File: src/b64enc_pkg.sv
// Types, constants and the character map of the Base64 stream encoder.
// Depends on nothing; imported by every module of the block.
`timescale 1ns / 1ps

package b64enc_pkg;

    localparam logic [7:0] PAD_CHAR = 8'h3D;

    localparam logic [1:0] GRP_EMPTY = 2'd0;
    localparam logic [1:0] GRP_ONE   = 2'd1;
    localparam logic [1:0] GRP_TWO   = 2'd2;
    localparam logic [1:0] GRP_FULL  = 2'd3;

    localparam int Q_DEPTH = 4;
    localparam int Q_AW    = $clog2(Q_DEPTH);

    typedef struct packed {
        logic [7:0] data_byte;
        logic       last_byte;
    } t_in_item;

    typedef struct packed {
        logic [7:0] out_char;
        logic       last_char;
    } t_out_item;

    typedef struct packed {
        logic [7:0] b0;
        logic [7:0] b1;
        logic [7:0] b2;
        logic [1:0] cnt;
        logic       last;
    } t_group;

    typedef struct packed {
        logic   push;
        t_group grp;
    } t_grp_wr;

    function automatic logic [7:0] b64_char(input logic [5:0] v);
        logic [7:0] w;
        w = {2'b00, v};
        if (v < 6'd26) begin
            return 8'd65 + w;
        end else if (v < 6'd52) begin
            return 8'd71 + w;
        end else if (v < 6'd62) begin
            return w - 8'd4;
        end else if (v == 6'd62) begin
            return 8'd43;
        end else begin
            return 8'd47;
        end
    endfunction

endpackage

File: src/base64_stream_encoder_core.sv
// Top level of the Base64 stream encoder: front end, group queue, back end.
// Uses b64enc_pkg, b64enc_front, b64enc_queue and b64enc_back.
`timescale 1ns / 1ps

// Bytes are taken one per cycle while full is low; every third byte, or a
// byte flagged last, closes a group that enters a four-deep queue. The back
// end turns one group into four characters at one character per cycle while
// pop keeps up, so the sustained rate is set by the result port, with full
// rising only when the queue backs up. With the back end idle, the byte
// closing a group is written into the queue, the group is then loaded into
// the back-end group register, and its first character then enters the
// output register on the result ports. A flagged byte ending a partial group
// gives '=' padding, and the fourth character of that group carries last_char.

module base64_stream_encoder_core
    import b64enc_pkg::*;
(
    input  logic      i_clk,
    input  logic      i_rst_n,
    input  logic      push,
    output logic      full,
    input  t_in_item  i_in_item,
    output logic      empty,
    input  logic      pop,
    output t_out_item o_out_item
);

    t_grp_wr grp_wr;
    t_group  q_grp;
    logic    q_valid;
    logic    q_pop;
    logic    accept;

    assign accept = push && !full;

    b64enc_front u_front (
        .i_clk     (i_clk),
        .i_rst_n   (i_rst_n),
        .i_accept  (accept),
        .i_in_item (i_in_item),
        .o_grp_wr  (grp_wr)
    );

    b64enc_queue u_queue (
        .i_clk    (i_clk),
        .i_rst_n  (i_rst_n),
        .i_grp_wr (grp_wr),
        .i_pop    (q_pop),
        .o_full   (full),
        .o_valid  (q_valid),
        .o_grp    (q_grp)
    );

    b64enc_back u_back (
        .i_clk      (i_clk),
        .i_rst_n    (i_rst_n),
        .i_q_valid  (q_valid),
        .i_q_grp    (q_grp),
        .o_q_pop    (q_pop),
        .i_pop      (pop),
        .o_empty    (empty),
        .o_out_item (o_out_item)
    );

endmodule

File: src/b64enc_front.sv
// Front end: collects accepted bytes into groups of up to three and
// hands each closed group to the queue. Uses b64enc_pkg.
`timescale 1ns / 1ps

module b64enc_front
    import b64enc_pkg::*;
(
    input  logic     i_clk,
    input  logic     i_rst_n,
    input  logic     i_accept,
    input  t_in_item i_in_item,
    output t_grp_wr  o_grp_wr
);

    logic [15:0] r_held, n_held;
    logic [1:0]  r_cnt, n_cnt;
    logic [7:0]  b0, b1, b2;
    logic [1:0]  cnt_inc;
    logic        close;

    always_comb begin
        b0 = r_held[15:8];
        b1 = 8'd0;
        b2 = 8'd0;
        unique case (r_cnt)
            GRP_EMPTY: b0 = i_in_item.data_byte;
            GRP_ONE:   b1 = i_in_item.data_byte;
            GRP_TWO: begin
                b1 = r_held[7:0];
                b2 = i_in_item.data_byte;
            end
            default: b0 = i_in_item.data_byte;
        endcase
        cnt_inc = (r_cnt == GRP_TWO) ? GRP_FULL :
                  (r_cnt == GRP_ONE) ? GRP_TWO  : GRP_ONE;
        close   = (cnt_inc == GRP_FULL) || i_in_item.last_byte;

        n_held = r_held;
        n_cnt  = r_cnt;
        if (i_accept) begin
            n_held = close ? 16'd0 : {b0, b1};
            n_cnt  = close ? GRP_EMPTY : cnt_inc;
        end

        o_grp_wr.push     = i_accept && close;
        o_grp_wr.grp.b0   = b0;
        o_grp_wr.grp.b1   = b1;
        o_grp_wr.grp.b2   = b2;
        o_grp_wr.grp.cnt  = cnt_inc;
        o_grp_wr.grp.last = i_in_item.last_byte;
    end

    always_ff @(posedge i_clk) begin
        if (!i_rst_n) begin
            r_held <= 16'd0;
            r_cnt  <= GRP_EMPTY;
        end else begin
            r_held <= n_held;
            r_cnt  <= n_cnt;
        end
    end

endmodule

File: src/b64enc_queue.sv
// Short queue of closed byte groups between front and back end.
// Uses b64enc_pkg for the group type and the queue depth.
`timescale 1ns / 1ps

module b64enc_queue
    import b64enc_pkg::*;
(
    input  logic    i_clk,
    input  logic    i_rst_n,
    input  t_grp_wr i_grp_wr,
    input  logic    i_pop,
    output logic    o_full,
    output logic    o_valid,
    output t_group  o_grp
);

    t_group          r_mem [Q_DEPTH];
    logic [Q_AW-1:0] r_wptr, r_rptr;
    logic [Q_AW:0]   r_cnt;
    logic            do_push, do_pop;

    assign o_full  = (r_cnt == (Q_AW+1)'(Q_DEPTH));
    assign o_valid = (r_cnt != '0);
    assign o_grp   = r_mem[r_rptr];
    assign do_push = i_grp_wr.push && !o_full;
    assign do_pop  = i_pop && o_valid;

    always_ff @(posedge i_clk) begin
        if (do_push) begin
            r_mem[r_wptr] <= i_grp_wr.grp;
        end
    end

    always_ff @(posedge i_clk) begin
        if (!i_rst_n) begin
            r_wptr <= '0;
            r_rptr <= '0;
            r_cnt  <= '0;
        end else begin
            if (do_push) begin
                r_wptr <= (r_wptr == Q_AW'(Q_DEPTH - 1)) ? '0 : r_wptr + 1'b1;
            end
            if (do_pop) begin
                r_rptr <= (r_rptr == Q_AW'(Q_DEPTH - 1)) ? '0 : r_rptr + 1'b1;
            end
            if (do_push && !do_pop) begin
                r_cnt <= r_cnt + 1'b1;
            end else if (do_pop && !do_push) begin
                r_cnt <= r_cnt - 1'b1;
            end
        end
    end

endmodule

File: src/b64enc_back.sv
// Back end: takes one group at a time from the queue and sends its four
// characters, one per cycle while pop keeps up, through an output register. Uses b64enc_pkg.
`timescale 1ns / 1ps

module b64enc_back
    import b64enc_pkg::*;
(
    input  logic      i_clk,
    input  logic      i_rst_n,
    input  logic      i_q_valid,
    input  t_group    i_q_grp,
    output logic      o_q_pop,
    input  logic      i_pop,
    output logic      o_empty,
    output t_out_item o_out_item
);

    t_group     r_grp;
    logic       r_grp_vld;
    logic [1:0] r_idx;
    t_out_item  r_out;
    logic       r_out_vld;
    logic       advance;
    logic       load;
    logic [5:0] sextet;
    logic       pad;
    t_out_item  ch;

    assign advance = r_grp_vld && (!r_out_vld || i_pop);
    assign load    = !r_grp_vld || (advance && (r_idx == 2'd3));
    assign o_q_pop = load && i_q_valid;

    always_comb begin
        case (r_idx)
            2'd0:    sextet = r_grp.b0[7:2];
            2'd1:    sextet = {r_grp.b0[1:0], r_grp.b1[7:4]};
            2'd2:    sextet = {r_grp.b1[3:0], r_grp.b2[7:6]};
            default: sextet = r_grp.b2[5:0];
        endcase
        pad = ((r_idx == 2'd2) && (r_grp.cnt == GRP_ONE)) ||
              ((r_idx == 2'd3) && (r_grp.cnt != GRP_FULL));
        ch.out_char  = pad ? PAD_CHAR : b64_char(sextet);
        ch.last_char = (r_idx == 2'd3) && r_grp.last;
    end

    always_ff @(posedge i_clk) begin
        if (o_q_pop) begin
            r_grp <= i_q_grp;
        end
        if (advance) begin
            r_out <= ch;
        end
    end

    always_ff @(posedge i_clk) begin
        if (!i_rst_n) begin
            r_grp_vld <= 1'b0;
            r_idx     <= 2'd0;
            r_out_vld <= 1'b0;
        end else begin
            if (load) begin
                r_grp_vld <= i_q_valid;
                r_idx     <= 2'd0;
            end else if (advance) begin
                r_idx <= r_idx + 2'd1;
            end
            if (advance) begin
                r_out_vld <= 1'b1;
            end else if (i_pop) begin
                r_out_vld <= 1'b0;
            end
        end
    end

    assign o_empty    = !r_out_vld;
    assign o_out_item = r_out;

endmodule

File: config.mk
export PLATFORM = sky130hd
export DESIGN_NAME = base64_stream_encoder_core
export DESIGN_NICKNAME = d
export VERILOG_FILES = /design/src/b64enc_pkg.sv /design/src/base64_stream_encoder_core.sv /design/src/b64enc_front.sv /design/src/b64enc_queue.sv /design/src/b64enc_back.sv
export SDC_FILE = /design/constraint.sdc
export NUM_CORES = 1
export LEC_CHECK = 0
export BUFFER_PORTS_ARGS = -buffer_cell sky130_fd_sc_hd__buf_2
export CORE_MARGIN = 5
export CORE_UTILIZATION = 55
export CTS_BUF_LIST = sky130_fd_sc_hd__clkbuf_16
export DETAILED_ROUTE_END_ITERATION = 6
export PLACE_DENSITY = 0.78
export SETUP_SLACK_MARGIN = 0.3
export SLEW_MARGIN = 10
export SYNTH_ARGS = -nofsm -noshare
export SYNTH_HDL_FRONTEND = slang
export SYNTH_SLANG_ARGS = --single-unit
File: constraint.sdc
create_clock -name i_clk -period 3.2 [get_ports i_clk]
set_input_delay 0.48 -clock i_clk [delete_from_list [all_inputs] [get_ports i_clk]]
set_output_delay 0.48 -clock i_clk [all_outputs]
set_load 0.01 [all_outputs]
==> flow_summary.yaml <==
worst_setup_path:
  cp.required_ns: 3.37
  crit_type: "register to register"
  worstSetupEndpointType: "register"
  cp.arrival_ns: 2.87
  crit_fanout: 12
  critPathLaunchType: "register"
sta:
  finalSetupViolCount: 0
  rsz0062_at_grt: "no"
  maxSlewViolCount: 0
  clock.fmax_mhz: 370
  hold_viol: 0
  setup_tns_ns: 0
  finalCriticalPeriod_ns: 2.70
  worst_pin_slew_ns: 0.600
  fin_skew_ns: 0.00486
  fin_crit_sh: 0.844
  relSlewSlack: 0.595
synth:
  synth.area.mux_share: 0.111
  synth-main-ff-cell: "edfxtp_1"
  synth_compound_area_frac: 0.0680
  ys_types: 46
  synth_top_family_by_area: "multiplexers"
  synth-edff-count: 144
  synth_top_area_frac: 0.610
  synthXorXnorAreaFrac: 0.00494
  yosys.area_share.simple: 0.0690
  yosys.area.top_type: "edfxtp_1"
  ys_seq_elements: 173
  yosysWarnings: 0
  synth_fa_ha_area_frac: 0.0343
  syn_inst: 429
  syn_avg_cell_area_sq_um: 16.5
  ys_top_cells_by_area: "edfxtp_1, mux4_2, dfxtp_1, ha_1, a22oi_1"
  syn_area_sq_mm: 0.00709
  ys_seq_area_frac: 0.692
  synthArstFlopShare: 0
  syn-num-nets: 460
pwr:
  seqPwrFrac: 0.464
  ir_drop_uv: 568
  p_leak_nw: 2.72
  switching_share: 0.283
  power.share.clock: 0.284
  p_per_area_mw_per_mm2: 845
  p_int_mw: 4.84
  p_comb_frac: 0.252
  power.switching_mw: 1.91
outcome:
  status: "complete, no violations"
die:
  placementRows: 41
  fp.dieH_um: 124
  die_x_um: 124
  die-area_sq_mm: 0.0153
  core_area_sq_mm: 0.0126
  start_util: 0.561
  io_pins: 24
route:
  wl_per_cell_um: 19.8
  dr.first_iter.drc_count: 404
  post_drt_via_cell_ratio: 5.82
  routed_wl_um: 12800
  drc: 0
  vias: 3770
  first_pass_iters: 5
  drt.antenna.violating_nets: 0
clock_network:
  postCtsSetupRepairBufs: 0
  clkSinkCount: 173
  clock_latency_ns: 0.42
  cts_root_buf: "clkbuf_16"
  clk_path_buf_depth: 2
  cts-buffers-inserted: 17
  htreeDepth: 4
  cts_hold_buf: 0
  cts_tree: "built"
  clk_pin_slew_worst_paths_ns: 0.06
  cts_resized: 0
min_path:
  hp-class: "input port to register"
global_routing:
  grt_overflow: 0
  grt_busiest_layer: "met2"
  grt_pass1_vias: 3829
  grt_max_degree: 30
  grt_pass1_wl_um: 20700
  gr-usage-met2: 0.310
  antenna_found_initial: 0
  met1_usage: 0.232
  grtUsageTotal: 0.188
  gr-usage-met3: 0.0544
final_layout:
  fillerInstances: 895
  design_area_sq_mm: 0.00799
  drive_gt1_frac: 0.229
  finalNetCount: 494
  area_delta_synth_final_pct: 12.7
  n_antenna_cell: 0
placed_design:
  place.gp.congestion: 0.879
  portBuffers: 23
  dp_hpwl_um: 8060
  place_area_sq_mm: 0.00742
run:
  maxCapViolCount: 0
[power groups by stage]
stage | sequential (mW) | combinational (mW) | clock [mW]
after floorplan | 3.09 | 1.32 | 0
after global placement | 3.17 | 1.63 | 0
after detailed placement | 3.18 | 1.68 | 0
after CTS | 3.14 | 1.70 | 1.95
after global routing | 3.17 | 1.88 | 2.06
final | 3.13 | 1.70 | 1.92
[cell usage after synthesis (all sizes together), types with 9 or more instances]
master,number
nor2,21
mux2,9
inv,16
edfxtp,144
a21oi,15
mux4,27
and2,16
ha,17
dfxtp,29
nor2b,27
a22oi,27
clkbuf,12
[stage by stage]
stage	worst slack, ns	instances	util	power (mW)	hold WS (ns)
global placement	0.567	616	0.588	4.80	0.494
CTS	0.450	648	0.632	6.80	0.312
detailed placement	0.452	616	0.588	4.86	0.495
global route	0.306	648	0.633	7.10	0.321
finish	0.498	648	0.633	6.75	0.337
floorplan	0.480	429	-	4.41	0.456
[critical path, cell delays in order, from the launching register on]
cell      delay, ns
dfxtp_1        0.39
inv_1          0.11
ha_1           0.29
a222oi_1       0.47
a21oi_2        0.22
inv_1          0.09
ha_1           0.18
nand2b_1       0.08
a22oi_1        0.15
o22ai_1        0.10
a221o_1        0.36
[final cells by class]
| type | instances | area, sq um | area share |
|---|---|---|---|
| clock inverter | 12 | 63.8 | 0.00799 |
| multi-input combinational | 221 | 2040 | 0.256 |
| sequential | 173 | 4910 | 0.614 |
| tap | 172 | 215 | 0.0269 |
| clock buffer | 20 | 500 | 0.0627 |
| inverter | 16 | 60.1 | 0.00752 |
| timing repair buffer | 34 | 198 | 0.0247 |
[cells by family (layout without fill, tap and decap cells)]
logic type	Yosys count	count (layout)
AO/OA/AOI/OAI	64	64
XOR/XNOR	4	4
adder cells (fa/ha/maj)	19	19
buffers and inverters	35	82
flip-flops	173	173
multiplexers	43	43
other	1	1
AND/OR/NAND/NOR	90	90
[final timing paths]
path / start / to / slack (ns) / cells after the start
hold / removal: i_in_item[0] / u_queue.r_mem[3][0] / 0.34 / 1
hold reg to reg: u_back.r_grp[0] / u_back.o_out_item[0] / 0.53 / 1
setup / recovery: u_back.r_idx[0] / u_back.o_out_item[5] / 0.50 / 10
setup reg to reg: u_back.r_idx[0] / u_back.o_out_item[5] / 0.50 / 10
[placed cells by master, fill, tap and decap left out, types with 3 or more instances in the layout]
master     synthesis  layout
a22oi_1           27      27
xnor2_1            3       3
clkinv_1           0       3
inv_1             15      17
o21ai_0            6       6
mux4_2            27      27
buf_4              0      11
nand2_1            7       7
a21oi_2            5       6
dfxtp_1           29      28
nand3_1            4       4
nor2b_1           27      27
nand2b_1           3       3
ha_1              17      16
mux2i_1            7       7
clkinv_2           0       3
edfxtp_1         144     144
clkbuf_16          0      20
a222oi_1           5       5
and2_1            15      15
mux2_2             8       8
nor2_1            21      20
buf_2              5      23
nor3_1             3       3
a21oi_1           10       9
[state kept, by name, indices dropped and copies added, names as in the netlist, 2 cells and up]
signal,cells
u_queue.r_cnt,3
u_front.r_held,16
u_front.r_cnt,2
u_back.r_idx,2
u_queue.r_mem,108
u_back.o_out_item,9
u_queue.r_rptr,2
u_back.r_grp,27
u_queue.r_wptr,2
[layer usage]
| layer | wire (um) | part of all wire |
|---|---|---|
| met1 | 5220 | 0.41 |
| met2 | 6550 | 0.51 |
| met3 | 772 | 0.060 |
| met4 | 295 | 0.023 |
| met5 | 0 | 0 |
Note: power is estimated with default switching activity, not from simulation.
